**config.mk**
```make
export PLATFORM = sky130hd
export DESIGN_NAME = framed_stepper_command_decoder_top
export DESIGN_NICKNAME = d
export VERILOG_FILES = /design/src/rtl/fscd_pkg.sv /design/src/rtl/fscd_front.sv /design/src/rtl/fscd_queue.sv /design/src/rtl/fscd_back.sv /design/src/rtl/framed_stepper_command_decoder_top.sv
export SDC_FILE = /design/constraint.sdc
export NUM_CORES = 1
export LEC_CHECK = 0
export BUFFER_PORTS_ARGS = -buffer_cell sky130_fd_sc_hd__buf_2
export CORE_MARGIN = 1
export CORE_UTILIZATION = 52
export CTS_BUF_LIST = sky130_fd_sc_hd__clkbuf_16
export DETAILED_ROUTE_END_ITERATION = 10
export GPL_TIMING_DRIVEN = 0
export PLACE_DENSITY = 0.75
export RECOVER_POWER = 50
export SLEW_MARGIN = 20
export SYNTH_ARGS = -nofsm -noshare
export SYNTH_HDL_FRONTEND = slang
export SYNTH_SLANG_ARGS = --single-unit
export TNS_END_PERCENT = 1
```
**constraint.sdc**
```tcl
create_clock -name clock -period 2.9 [get_ports clock]
set_input_delay 0.29 -clock clock [delete_from_list [all_inputs] [get_ports clock]]
set_output_delay 0.29 -clock clock [all_outputs]
set_load 0.005 [all_outputs]
```
**src/rtl/fscd_pkg.sv**
```systemverilog
// shared types, codes and lookup functions for the framed stepper command decoder
`default_nettype none
package fscd_pkg;

   localparam logic [7:0] BYTE_STX = 8'h02;
   localparam logic [7:0] BYTE_ETX = 8'h03;

   localparam logic [5:0] STEP_COUNT_RESET = 6'd50;
   localparam logic [5:0] STEP_COUNT_MAX   = 6'd62;

   localparam logic [2:0] FLAGS_ALL = 3'b111;

   localparam int QUEUE_DEPTH = 4;
   localparam int QUEUE_AW    = 2;

   // result kinds
   localparam logic [1:0] KIND_PHASE    = 2'd0;
   localparam logic [1:0] KIND_OFF      = 2'd1;
   localparam logic [1:0] KIND_ACCEL    = 2'd2;
   localparam logic [1:0] KIND_OVERFLOW = 2'd3;

   typedef enum logic [1:0] {
      CMD_ROT_UP   = 2'd0,
      CMD_ROT_DN   = 2'd1,
      CMD_ACCEL    = 2'd2,
      CMD_OVERFLOW = 2'd3
   } cmd_type;

   typedef enum logic {
      BACK_IDLE   = 1'b0,
      BACK_ROTATE = 1'b1
   } back_state_type;

   // command pushed by the front end
   typedef struct packed {
      logic    valid;
      cmd_type cmd;
   } push_type;

   // head of the command queue as seen by the back end
   typedef struct packed {
      logic    valid;
      cmd_type cmd;
   } head_type;

   function automatic logic [4:0] coil_pattern(input logic [1:0] phase);
      logic [4:0] pat;
      case (phase)
         2'd0: pat = 5'h0A;
         2'd1: pat = 5'h0C;
         2'd2: pat = 5'h14;
         2'd3: pat = 5'h12;
         default: pat = 5'h00;
      endcase
      return pat;
   endfunction

   function automatic logic rcw_ok(input logic [7:0] pos, input logic [7:0] b);
      logic ok;
      case (pos)
         8'd0: ok = (b == 8'h52);
         8'd1: ok = (b == 8'h43);
         8'd2: ok = (b == 8'h57);
         default: ok = 1'b0;
      endcase
      return ok;
   endfunction

   function automatic logic rccw_ok(input logic [7:0] pos, input logic [7:0] b);
      logic ok;
      case (pos)
         8'd0: ok = (b == 8'h52);
         8'd1: ok = (b == 8'h43);
         8'd2: ok = (b == 8'h43);
         8'd3: ok = (b == 8'h57);
         default: ok = 1'b0;
      endcase
      return ok;
   endfunction

   function automatic logic accel_ok(input logic [7:0] pos, input logic [7:0] b);
      logic ok;
      case (pos)
         8'd0: ok = (b == 8'h41);
         8'd1: ok = (b == 8'h43);
         8'd2: ok = (b == 8'h43);
         8'd3: ok = (b == 8'h45);
         8'd4: ok = (b == 8'h4C);
         default: ok = 1'b0;
      endcase
      return ok;
   endfunction

endpackage
`default_nettype wire

```
**src/rtl/fscd_front.sv**
```systemverilog
// front end: frames the byte stream, tracks keyword matches and issues commands
`default_nettype none
module fscd_front #(
   parameter int MAX_TEXT_LEN = 254
) (
   input  wire logic              clock,
   input  wire logic              reset,
   input  wire logic              accept,
   input  wire logic [7:0]        rx_byte,
   output fscd_pkg::push_type     push
);

   localparam int LEN_W = $clog2(MAX_TEXT_LEN + 1);

   logic [LEN_W-1:0] len_ff, len_in;
   logic [2:0]       flags_ff, flags_in;
   logic [2:0]       char_ok;
   logic [7:0]       pos8;

   assign pos8    = 8'(len_ff);
   assign char_ok = {fscd_pkg::accel_ok(pos8, rx_byte),
                     fscd_pkg::rccw_ok(pos8, rx_byte),
                     fscd_pkg::rcw_ok(pos8, rx_byte)};

   always_comb begin
      len_in     = len_ff;
      flags_in   = flags_ff;
      push.valid = 1'b0;
      push.cmd   = fscd_pkg::CMD_ACCEL;
      if (accept) begin
         if (rx_byte == fscd_pkg::BYTE_STX) begin
            len_in   = '0;
            flags_in = fscd_pkg::FLAGS_ALL;
         end else if (rx_byte == fscd_pkg::BYTE_ETX) begin
            // text is left as it is, so a repeated etx repeats the command
            if (flags_ff[0] && len_ff == LEN_W'(3)) begin
               push.valid = 1'b1;
               push.cmd   = fscd_pkg::CMD_ROT_UP;
            end else if (flags_ff[1] && len_ff == LEN_W'(4)) begin
               push.valid = 1'b1;
               push.cmd   = fscd_pkg::CMD_ROT_DN;
            end else if (flags_ff[2] && len_ff == LEN_W'(5)) begin
               push.valid = 1'b1;
               push.cmd   = fscd_pkg::CMD_ACCEL;
            end
         end else if (len_ff == LEN_W'(MAX_TEXT_LEN)) begin
            len_in     = '0;
            flags_in   = fscd_pkg::FLAGS_ALL;
            push.valid = 1'b1;
            push.cmd   = fscd_pkg::CMD_OVERFLOW;
         end else begin
            len_in   = len_ff + LEN_W'(1);
            flags_in = flags_ff & char_ok;
         end
      end
   end

   always_ff @(posedge clock) begin
      if (reset) begin
         len_ff   <= '0;
         flags_ff <= fscd_pkg::FLAGS_ALL;
      end else begin
         len_ff   <= len_in;
         flags_ff <= flags_in;
      end
   end

endmodule
`default_nettype wire

```
**src/rtl/fscd_queue.sv**
```systemverilog
// short command queue between front end and back end
`default_nettype none
module fscd_queue (
   input  wire logic               clock,
   input  wire logic               reset,
   input  wire fscd_pkg::push_type push,
   input  wire logic               pop,
   output logic                    full,
   output fscd_pkg::head_type      head
);

   localparam int AW = fscd_pkg::QUEUE_AW;
   localparam int CW = fscd_pkg::QUEUE_AW + 1;

   fscd_pkg::cmd_type                 mem_ff [fscd_pkg::QUEUE_DEPTH];
   logic [fscd_pkg::QUEUE_AW-1:0]     wr_ptr_ff, rd_ptr_ff;
   logic [CW-1:0]                     count_ff;
   logic                              do_push, do_pop;

   assign full       = (count_ff == CW'(fscd_pkg::QUEUE_DEPTH));
   assign head.valid = (count_ff != '0);
   assign head.cmd   = mem_ff[rd_ptr_ff];

   assign do_push = push.valid && !full;
   assign do_pop  = pop && head.valid;

   always_ff @(posedge clock) begin
      if (do_push) begin
         mem_ff[wr_ptr_ff] <= push.cmd;
      end
   end

   always_ff @(posedge clock) begin
      if (reset) begin
         wr_ptr_ff <= '0;
         rd_ptr_ff <= '0;
         count_ff  <= '0;
      end else begin
         if (do_push) begin
            wr_ptr_ff <= wr_ptr_ff + AW'(1);
         end
         if (do_pop) begin
            rd_ptr_ff <= rd_ptr_ff + AW'(1);
         end
         if (do_push && !do_pop) begin
            count_ff <= count_ff + CW'(1);
         end else if (do_pop && !do_push) begin
            count_ff <= count_ff - CW'(1);
         end
      end
   end

endmodule
`default_nettype wire

```
**src/rtl/fscd_back.sv**
```systemverilog
// back end: runs queued commands and drives the registered result word
`default_nettype none
module fscd_back (
   input  wire logic               clock,
   input  wire logic               reset,
   input  wire logic [5:0]         step_count,
   input  wire fscd_pkg::head_type head,
   output logic                    pop,
   output logic                    out_valid,
   input  wire logic               out_ready,
   output logic [1:0]              out_kind,
   output logic [4:0]              out_pattern,
   output logic                    out_last
);

   fscd_pkg::back_state_type state_ff, state_in;
   logic [5:0] left_ff, left_in;
   logic       dir_up_ff, dir_up_in;
   logic [1:0] phase_ff, phase_in;
   logic       valid_ff, valid_in;
   logic [1:0] kind_ff, kind_in;
   logic [4:0] pat_ff, pat_in;
   logic       last_ff, last_in;
   logic       load_ok;
   logic [5:0] steps_sat;
   logic [1:0] phase_up, phase_dn;

   assign load_ok   = !valid_ff || out_ready;
   assign steps_sat = (step_count > fscd_pkg::STEP_COUNT_MAX) ?
                      fscd_pkg::STEP_COUNT_MAX : step_count;
   assign phase_up  = phase_ff + 2'd1;
   assign phase_dn  = phase_ff - 2'd1;

   always_comb begin
      state_in  = state_ff;
      left_in   = left_ff;
      dir_up_in = dir_up_ff;
      phase_in  = phase_ff;
      valid_in  = valid_ff && !out_ready;
      kind_in   = kind_ff;
      pat_in    = pat_ff;
      last_in   = last_ff;
      pop       = 1'b0;
      if (load_ok) begin
         case (state_ff)
            fscd_pkg::BACK_IDLE: begin
               if (head.valid) begin
                  pop      = 1'b1;
                  valid_in = 1'b1;
                  case (head.cmd)
                     fscd_pkg::CMD_ROT_UP, fscd_pkg::CMD_ROT_DN: begin
                        dir_up_in = (head.cmd == fscd_pkg::CMD_ROT_UP);
                        phase_in  = dir_up_in ? phase_up : phase_dn;
                        kind_in   = fscd_pkg::KIND_PHASE;
                        pat_in    = fscd_pkg::coil_pattern(phase_in);
                        last_in   = 1'b0;
                        left_in   = steps_sat;
                        state_in  = fscd_pkg::BACK_ROTATE;
                     end
                     fscd_pkg::CMD_ACCEL: begin
                        kind_in = fscd_pkg::KIND_ACCEL;
                        pat_in  = '0;
                        last_in = 1'b1;
                     end
                     default: begin
                        kind_in = fscd_pkg::KIND_OVERFLOW;
                        pat_in  = '0;
                        last_in = 1'b1;
                     end
                  endcase
               end
            end
            fscd_pkg::BACK_ROTATE: begin
               valid_in = 1'b1;
               if (left_ff == '0) begin
                  kind_in  = fscd_pkg::KIND_OFF;
                  pat_in   = '0;
                  last_in  = 1'b1;
                  state_in = fscd_pkg::BACK_IDLE;
               end else begin
                  phase_in = dir_up_ff ? phase_up : phase_dn;
                  kind_in  = fscd_pkg::KIND_PHASE;
                  pat_in   = fscd_pkg::coil_pattern(phase_in);
                  last_in  = 1'b0;
                  left_in  = left_ff - 6'd1;
               end
            end
            default: begin
               state_in = fscd_pkg::BACK_IDLE;
            end
         endcase
      end
   end

   always_ff @(posedge clock) begin
      if (reset) begin
         state_ff <= fscd_pkg::BACK_IDLE;
         phase_ff <= '0;
         valid_ff <= 1'b0;
      end else begin
         state_ff <= state_in;
         phase_ff <= phase_in;
         valid_ff <= valid_in;
      end
   end

   always_ff @(posedge clock) begin
      left_ff   <= left_in;
      dir_up_ff <= dir_up_in;
      kind_ff   <= kind_in;
      pat_ff    <= pat_in;
      last_ff   <= last_in;
   end

   assign out_valid   = valid_ff;
   assign out_kind    = kind_ff;
   assign out_pattern = pat_ff;
   assign out_last    = last_ff;

endmodule
`default_nettype wire

```
**src/rtl/framed_stepper_command_decoder_top.sv**
```systemverilog
// top level of the framed stepper command decoder
// decodes stx/etx framed text commands from a received byte stream: "RCW" and
// "RCCW" step a full-step two-coil drive step_count+1 times up or down and end
// with an all-off word, "ACCEL" gives one readout request, and text longer than
// MAX_TEXT_LEN gives an overflow error and restarts. one byte is taken per clock
// while the four-entry command queue has room; bytes that end no command push
// nothing to it. the back end sends one result word per clock while the receiver
// is ready, so a rotate command gives step_count+2 words, a step count above 62
// being taken as 62 (so at most 64), and a readout or overflow gives one; that
// back end is what sets the sustained rate
`default_nettype none
module framed_stepper_command_decoder_top #(
   parameter int MAX_TEXT_LEN = 254
) (
   input  wire logic       clock,
   input  wire logic       reset,
   // received bytes
   input  wire logic       req_tvalid,
   output logic            req_tready,
   input  wire logic [7:0] req_tdata,   // [7:0] rx_byte
   // result words
   output logic            rsp_tvalid,
   input  wire logic       rsp_tready,
   output logic [7:0]      rsp_tdata,   // [4:0] drive_pattern, [7:5] zero
   output logic [1:0]      rsp_tuser,   // [1:0] kind
   output logic            rsp_tlast,   // last word caused by one byte
   // step count register
   input  wire logic       csr_valid,
   output logic            csr_ready,
   input  wire logic [5:0] csr_data     // [5:0] step_count
);

   fscd_pkg::push_type push;
   fscd_pkg::head_type head;
   logic               q_full;
   logic               pop;
   logic [5:0]         step_count_ff;
   logic [4:0]         pattern;

   // register writes are always taken
   assign csr_ready = 1'b1;

   always_ff @(posedge clock) begin
      if (reset) begin
         step_count_ff <= fscd_pkg::STEP_COUNT_RESET;
      end else if (csr_valid) begin
         step_count_ff <= csr_data;
      end
   end

   // front end may take a byte whenever a command could be queued
   assign req_tready = !q_full;

   fscd_front #(
      .MAX_TEXT_LEN (MAX_TEXT_LEN)
   ) u_front (
      .clock   (clock),
      .reset   (reset),
      .accept  (req_tvalid && req_tready),
      .rx_byte (req_tdata),
      .push    (push)
   );

   fscd_queue u_queue (
      .clock (clock),
      .reset (reset),
      .push  (push),
      .pop   (pop),
      .full  (q_full),
      .head  (head)
   );

   fscd_back u_back (
      .clock       (clock),
      .reset       (reset),
      .step_count  (step_count_ff),
      .head        (head),
      .pop         (pop),
      .out_valid   (rsp_tvalid),
      .out_ready   (rsp_tready),
      .out_kind    (rsp_tuser),
      .out_pattern (pattern),
      .out_last    (rsp_tlast)
   );

   assign rsp_tdata = {3'b000, pattern};

endmodule
`default_nettype wire

```
== Word-level counts from Yosys, hierarchy flattened ==
Memory sizes are Yosys's and may differ from the RTL's. A register that Yosys moved wholly into a read port is not among the register bits.
Cells that the tools add are included.
W data, S select, Z words.
Operators by class
  add/sub/neg operators: 8
  magnitude comparators: 1
  equality and inequality tests: 27
  multiplexer cells: 57
  bitwise operators: 2
  reduce and logical (&&, ||, !) cells: 28
Operator list (count)
  $eq A8 B7 Y1 const B: 6
  $pmux W5 S4: 2
  $mux W3: 12
  $eq A8 B2 Y1 const B: 4
  $mux W6: 4
  $mux W8: 3
  $eq A8 B3 Y1 const B: 2
  $mux W2: 8
  $mux W5: 3
  $mux W1: 14
  $pmux W2 S2: 3
  $pmux W6 S2: 1
  $eq A2 B2 Y1 const B: 5
  $pmux W5 S2: 1
  $logic_and A1 B1 Y1: 9
  $add A8 B1 Y8 const B: 1
  $eq A8 B1 Y1 const B: 1
  $eq A8 B8 Y1 const B: 1
  $logic_not A8 Y1: 1
  $reduce_and A4 Y1: 2
  $add A2 B1 Y2 const B: 3
  $eq A2 B1 Y1 const B: 3
  $gt A6 B6 Y1 const B: 1
  $logic_not A2 Y1: 3
  19 further kinds: 30
Storage, ports and cells
  flip-flop bits (word level): 43
  bits in writable memories: 8
  logic and storage cells: 138
  memories: 1
Memories
  u_queue.mem_ff: depth 4, bits a word 2, read ports 1, clocked after memory_dff 1, write ports 1, RTL line fscd_queue.sv:15  | fscd_pkg::cmd_type mem_ff [fscd_pkg::QUEUE_DEPTH];

== Logic depth before layout (Yosys ltp) ==
Gate-level depths: netlist of the first run.
  depth after elaboration: 13
  mapped depth: 12
  depth with buffers taken out: 12

== Hierarchy ==
Synthesis of the first run repeated with hierarchy kept, for this count alone.
Unflattened totals
  cells, all modules: 313
  area, all modules: 3081.7 um^2
Modules (own cells, without submodules)
  fscd_back: instances 1, cells an instance 111, area each 1097.3 um^2
  fscd_front: instances 1, cells an instance 117, area each 954.7 um^2
  fscd_queue: instances 1, cells an instance 58, area each 757.0 um^2
  framed_stepper_command_decoder_top: instances 1, cells an instance 27, area each 272.8 um^2

== Least setup slack after synthesis of the first run ==
No wires, ideal clock.
  path kind: input to register
  start: in req_tdata[5]
  end: reg u_queue.count_ff[2]
  arrival time: 2.757 ns
  data required time: 2.830 ns
  path slack: 0.073 ns
  cell stages on the path: 10
  buffers on the path: 0
  cell sequence: or4_4 nor4_4 o21ai_2 a21oi_4 ha_1 inv_1 fa_1 xor2_1 or3_1 a21oi_1
On the way
  cells in the longest elaborated chain, start to end: 8
  elaborated cells on any way between the ends: 11
  those cells by class: 2 x eq/ne; 4 x mux; 5 x reduce/logical
RTL lines
  start, declared: RTL line framed_stepper_command_decoder_top.sv:20  | input wire logic [7:0] req_tdata,
  $eq A8 B2 Y1: RTL line fscd_front.sv:34  | end else if (rx_byte == fscd_pkg::BYTE_ETX) begin
  $mux W3: RTL line fscd_front.sv:34
  $mux W3 *: RTL line fscd_front.sv:31  | if (rx_byte == fscd_pkg::BYTE_STX) begin
  $mux W3 *: RTL line fscd_front.sv:30  | if (accept) begin
  $logic_and A1 B1 Y1 *: RTL line fscd_queue.sv:24  | assign do_push = push.valid && !full;
  net u_queue.do_push: RTL line fscd_queue.sv:18  | logic do_push, do_pop;
  $logic_not A1 Y1: RTL line fscd_queue.sv:47  | end else if (do_pop && !do_push) begin
  $logic_and A1 B1 Y1: RTL line fscd_queue.sv:47
  $reduce_bool A2 Y1 (no source line)
  end signal, assigned: RTL line fscd_queue.sv:46  | count_ff <= count_ff + CW'(1);
  end signal, assigned: RTL line fscd_queue.sv:48  | count_ff <= count_ff - CW'(1);
  end, declared: RTL line fscd_queue.sv:17  | logic [CW-1:0] count_ff;
Mark *: on every way through the listed nets, which the timed path passes. The rest lies on a longest branch.
A chain may end at the register's enable or synchronous reset.

== Worst setup path after layout of the first run ==
  start: reg u_front.len_ff[6]
  end: reg u_queue.count_ff[2]
On the way
  cells in the longest elaborated chain, start to end: 12
  elaborated cells on any way between the ends: 20
  those cells by class: 4 x eq/ne; 8 x mux; 8 x reduce/logical
RTL lines
  start, declared: RTL line fscd_front.sv:15  | logic [LEN_W-1:0] len_ff, len_in;
  start signal, assigned: RTL line fscd_front.sv:63  | len_ff <= len_in;
  $eq A8 B3 Y1: RTL line fscd_front.sv:42  | end else if (flags_ff[2] && len_ff == LEN_W'(5)) begin
  $logic_and A1 B1 Y1: RTL line fscd_front.sv:42
  $mux W3: RTL line fscd_front.sv:42
  $mux W3: RTL line fscd_front.sv:39  | end else if (flags_ff[1] && len_ff == LEN_W'(4)) begin
  $mux W3: RTL line fscd_front.sv:36  | if (flags_ff[0] && len_ff == LEN_W'(3)) begin
  $mux W3 *: RTL line fscd_front.sv:34
  $mux W3 *: RTL line fscd_front.sv:31
  $mux W3 *: RTL line fscd_front.sv:30
  $logic_and A1 B1 Y1 *: RTL line fscd_queue.sv:24
  net u_queue.do_push: RTL line fscd_queue.sv:18
  $logic_not A1 Y1: RTL line fscd_queue.sv:47
  $logic_and A1 B1 Y1: RTL line fscd_queue.sv:47
  $reduce_bool A2 Y1 (no source line)
Marks and branches as above.

==> metrics.yaml, run 1 <==
clock_tree:
  worstSkewPairLatency_ns: 0.29
  cts.htree.levels: 2
  cts_max_path_buffers: 2
  root_buffer: "clkbuf_16"
  clkSinkCount: 52
  clkTransAtPathRegs_ns: 0.07
  cts_tree: "yes"
  cts_buffers: 5
die:
  rows: 26
  fp.coreArea_um2: 5110
  dieArea_um2: 5600
  dieHeight_um: 74.8
  die_w_um: 74.8
  ios: 33
  floorplan.initialDensity: 0.540
placed_design:
  place_hpwl_um: 3530
  portBuffers: 26
  place.gp.congestion: 0.870
  placed_area_um2: 2990
sta:
  tns_ns: 0
  rsz0062_at_grt: "false"
  fmax_mhz: 360
  hold_violations: 0
  worst_slew_pin_slew_ns: 0.883
  slew_violations: 0
  period_minus_slack_ns: 2.78
  skew_ns: 0.00730
  relSlewSlack: 0.409
  fin_crit_sh: 0.959
  setup_violations: 0
logic_synthesis:
  synth_seq_cells: 52
  ys.warnings.count: 0
  synthArstFlopShare: 0
  postSynthCellCount: 277
  syn-cell-area_um2: 2760
  synth_cell_types: 54
  synth_area_per_cell_um2: 9.96
  ys_seq_area_frac: 0.457
  synth_edf_count: 22
  synth-main-ff-cell: "dfxtp_1"
route:
  drc: 0
  vias: 2003
  wl_um: 4720
  ant_nets: 0
  dr.pass1.iters: 5
  post_drt_wl_per_cell_um: 12.2
  drt_iter0_markers: 69
  vias_per_cell: 5.18
final_layout:
  diodes: 0
  area_delta_synth_final_pct: 15.1
  nets: 350
  final_common_cell: "nor2_1"
  drive_above_1_share: 0.148
  design_area_um2: 3180
  layout_common_cells: "33 x nor2_1, 29 x dfxtp_1, 22 x edfxtp_1"
min_path:
  min_path_type: "input pin to flop"
  hp-start: "csr_data[1]"
global_route:
  grt_pass1_vias: 1910
  grt_first_pass_wirelength_um: 8230
  antenna_found_initial: 0
  grt_max_degree: 18
  grt.total_usage: 0.192
  grt_overflow: 0
critical_path:
  critPathLaunchType: "flop"
  crit_fanout: 3
  worst_setup_path_end_kind: "flop"
  startpoint: "u_front.len_ff[6]"
  required_ns: 3.12
  worstPathArrival_ns: 3.00
  worstSetupPathType: "flop to flop"
  reg2reg_from: "u_front.len_ff[6]"
power:
  power.density_nw_per_um2: 843
  p_leak_uw: 0.00123
  vdd_drop_max_mv: 0.419
run:
  drv_cap: 0
status:
  status: "complete, no violations"
## per-stage QoR
step	setup slack (ns)	total power, uW	util	instances	hold WS [ns]
2_1_floorplan	0.0728	1800	-	280	0.408
3_3_place_gp	-0.173	2010	0.585	376	0.454
3_5_place_dp	-0.260	2030	0.585	376	0.469
4_1_cts	0.0130	2690	0.623	387	0.208
5_1_grt	0.0231	2880	0.622	387	0.207
6_report	0.120	2680	0.622	387	0.212
## critical path, stage by stage, from the launching register on
cell and delay [ns]:
dfxtp_1 0.33, or4_4 0.57, nor4_4 0.26, o21ai_2 0.11
a21oi_4 0.16, ha_4 0.15, inv_1 0.05, fa_1 0.43
xor2_1 0.19, or3_1 0.31, a21oi_1 0.14
## cells in the mapped netlist (all sizes together), types with 6 or more instances
cell,number,area share
nor3,8,0.015
nand2,18,0.024
clkbuf,8,0.011
xnor2,14,0.044
dfxtp,30,0.22
a21oi,15,0.031
nand2b,6,0.014
and2,7,0.016
inv,16,0.022
nor2,33,0.045
nand3,9,0.016
ha,14,0.063
nor2b,7,0.016
edfxtp,22,0.24
o21ai,9,0.018
## layout make-up
class | count | area [um2]
Tap cell | 70 | 87.6
Fill cell | 434 | 1930
Sequential cell | 52 | 1260
Clock inverter | 3 | 46.3
Timing Repair Buffer | 29 | 141
Buffer | 13 | 68.8
Inverter | 16 | 60.1
Clock buffer | 5 | 125
Multi-Input combinational cell | 199 | 1390
## cells by family (layout without fill, tap and decap cells)
logic type	after synthesis	after routing	synth area share
AO/OA/AOI/OAI	47	47	0.122
XOR/XNOR	18	18	0.0571
AND/OR/NAND/NOR	106	106	0.204
multiplexers	8	8	0.0399
flip-flops	52	52	0.457
other	2	5	0.00272
adder cells (fa/ha/maj)	15	15	0.0707
buffers and inverters	29	66	0.0463
## flip-flops by register name, summed over array words and instances, names as in the netlist, 3 cells and up, named ones only
register            flops
step_count_ff           6
u_front.len_ff          8
u_queue.mem_ff          8
u_front.flags_ff        3
u_queue.count_ff        3
u_back.out_pattern      4
u_back.left_ff          6
## report_power, final
| part | switching [uW] | internal, uW | total, uW |
|---|---|---|---|
| Combinational | 523 | 368 | 891 |
| Clock | 255 | 410 | 665 |
| Sequential | 102 | 1020 | 1120 |
| Total | 880 | 1800 | 2680 |
## path summary, 6_finish.rpt
kind                    endpoint  slack, ns  depth (start not counted)
max          u_queue.count_ff[2]       0.12                         10
min             step_count_ff[1]       0.21                          2
max reg2reg  u_queue.count_ff[2]       0.12                         10
min reg2reg  u_front.flags_ff[0]       0.48                          1
## timing repair
item | in CTS | in global routing
hold buffers | 0 | 0
setup endpoints to repair | 1 | 1
pin swaps | 3 | 1
resized for setup | 0 | 5
gates cloned | 0 | 0
buffers inserted | 3 | 0
## layer usage
| layer | up-vias | GRT usage | wire [um] | share of wire |
|---|---|---|---|---|
| li1 | 1039 | - | - | - |
| met1 | 930 | 0.234 | 2250 | 0.48 |
| met2 | 30 | 0.341 | 2310 | 0.49 |
| met3 | 4 | 0.0361 | 114 | 0.024 |
| met4 | 0 | 0.0629 | 45 | 0.0095 |
| met5 | - | 0 | 0 | 0 |
(Power assumes the default switching activity.)
==> run 2: changes to the inputs <==
--- a/config.mk
+++ b/config.mk
@@ -14,5 +14,4 @@
 export PLACE_DENSITY = 0.75
 export RECOVER_POWER = 50
-export SLEW_MARGIN = 20
 export SYNTH_ARGS = -nofsm -noshare
 export SYNTH_HDL_FRONTEND = slang
==> constraint.sdc (replaced) <==
create_clock -name clock -period 2.9 [get_ports clock]
set_input_delay 0 -clock clock [delete_from_list [all_inputs] [get_ports clock]]
set_output_delay 0 -clock clock [all_outputs]
set_load 0.005 [all_outputs]
==> metrics.yaml, run 2 (same netlist as run 1, synthesis figures left out) <==
route:
  post_drt_wl_per_cell_um: 12.3
  vias_per_cell: 5.14
  drt_iter0_markers: 55
  vias: 2016
  topRoutingLayerUsed: "met4"
  wl_met1_um: 2260
  drc: 0
  wl_um: 4810
  wl_met3_um: 123
  ant_nets: 0
  routed-wl-met2_um: 2380
  dr.pass1.iters: 4
clock_tree:
  worstSkewPairLatency_ns: 0.29
  cts.htree.levels: 2
  root_buffer: "clkbuf_16"
  cts_max_path_buffers: 2
  cts_tree: "yes"
  clkSinkCount: 52
  cts_buffers: 5
  clkTransAtPathRegs_ns: 0.07
sta:
  fin_crit_sh: 0.958
  fmax_mhz: 360
  skew_ns: 0.00881
  setup_violations: 0
  worst_slew_pin_slew_ns: 0.884
  slew_violations: 0
  period_minus_slack_ns: 2.78
  relSlewSlack: 0.408
  rsz0062_at_grt: "false"
  hold_violations: 0
die:
  dieHeight_um: 74.8
  dieArea_um2: 5600
  floorplan.initialDensity: 0.540
  rows: 26
  fp.coreArea_um2: 5110
  die_w_um: 74.8
  ios: 33
status:
  status: "complete, no violations"
critical_path:
  path_delay_family: "simple AND/OR/NAND/NOR gates"
  critical-path-slowest-cell: "or4_4"
  worstPathArrival_ns: 2.99
  r2r_cells: 10
  reg2reg_from: "u_front.len_ff[6]"
  max_stage_delay_ns: 0.57
  worst_setup_path_end_kind: "flop"
  critical_path_depth: 10
  worstSetupPathType: "flop to flop"
  crit_fanout: 3
  critPathLaunchType: "flop"
  path_cells: "or4_4 -> nor4_4 -> o21ai_2 -> a21oi_4 -> ha_4 -> inv_1 -> fa_1 -> xor2_1 -> or3_1 -> a21oi_1"
  path_buf_inv: 1
  required_ns: 3.12
  r2r_slack_ns: 0.12
  endpoint: "u_queue.count_ff[2]"
  startpoint: "u_front.len_ff[6]"
  reg2reg_to: "u_queue.count_ff[2]"
final_layout:
  layout_common_cells: "33 x nor2_1, 29 x dfxtp_1, 22 x edfxtp_1"
  design_area_um2: 3230
  diodes: 0
  nets: 355
  stdcell_count: 392
  fill_cells: 425
  drive_above_1_share: 0.152
  top_regs: "u_front.len_ff x8, u_queue.mem_ff x8"
  area_delta_synth_final_pct: 17.1
  final_common_cell: "nor2_1"
global_route:
  antenna_found_initial: 0
  grt_overflow: 0
  grt_first_pass_wirelength_um: 8380
  grt_pass1_vias: 1956
  grt.total_usage: 0.195
  grt_max_degree: 18
placed_design:
  portBuffers: 26
  place_hpwl_um: 3530
  placedCellCount: 376
  place.gp.congestion: 0.870
  placed_area_um2: 2990
power:
  power.density_nw_per_um2: 831
  p_leak_uw: 0.00126
  vdd_drop_max_mv: 0.419
run:
  drv_cap: 0
min_path:
  min_path_type: "input pin to flop"
==> run 2: cell types whose count changed in the layout (fill, tap and decap cells not counted) <==
cell | before | now
dlygate4sd3_1 | 0 | 5
buf_2 | 16 | 17
clkbuf_1 | 16 | 15
or4_4 | 1 | 2
or4_1 | 1 | 0
==> run 2: area by class of cell <==
| type | instances | area, um2 | share of cell area |
|---|---|---|---|
| Sequential cell | 52 | 1260 | 0.391 |
| Multi-Input combinational cell | 199 | 1390 | 0.430 |
| Tap cell | 70 | 87.6 | 0.0271 |
| Clock buffer | 5 | 125 | 0.0387 |
| Clock inverter | 3 | 46.3 | 0.0143 |
| Timing Repair Buffer | 34 | 193 | 0.0596 |
| Inverter | 16 | 60.1 | 0.0186 |
| Buffer | 13 | 68.8 | 0.0213 |
==> run 2: routing by layer <==
layer  up-vias  track usage
met5         -            0
met4         0       0.0629
li1       1047            -
met1       932        0.234
met3         5       0.0361
met2        32        0.353
==> run 2: worst min-delay path, cell delays in order <==
cell and delay, ns:
buf_2 0.09, mux2i_1 0.07, nor2_1 0.09
==> run 2: power breakdown <==
part           switching (uW)  internal [uW]
Combinational             525            373
Clock                     255            410
Sequential                102           1020
Total                     882           1800
==> run 2: metrics by stage <==
stage          power, uW  setup TNS, ns  hold slack (ns)  setup WS [ns]  utilization
2_1_floorplan       1800              0            0.118         0.0763            -
3_3_place_gp        2010        -0.0791            0.206        -0.0791        0.585
3_5_place_dp        2030         -0.176            0.214         -0.176        0.585
4_1_cts             2700              0           0.0124         0.0130        0.633
5_1_grt             2890              0           0.0511         0.0232        0.633
6_report            2690              0           0.0111          0.120        0.633
==> run 2: worst min-delay path by stage <==
stage	depth (start not counted)	from	slack, ns	endpoint
floorplan	1	csr_data[4]	0.12	step_count_ff[4]
detailed placement	2	csr_data[1]	0.21	step_count_ff[1]
global route	3	csr_data[3]	0.05	step_count_ff[3]
global placement	2	csr_data[1]	0.21	step_count_ff[1]
CTS	3	csr_data[3]	0.01	step_count_ff[3]
finish	3	csr_data[3]	0.01	step_count_ff[3]
==> run 2: repair_timing <==
action | in CTS | in global routing
hold endpoints to repair | 5 | 0
setup endpoints to repair | 1 | 1
pin swaps | 3 | 1
gates cloned | 0 | 0
gates resized for setup | 0 | 5
hold buffers | 5 | 0
setup buffers | 3 | 0
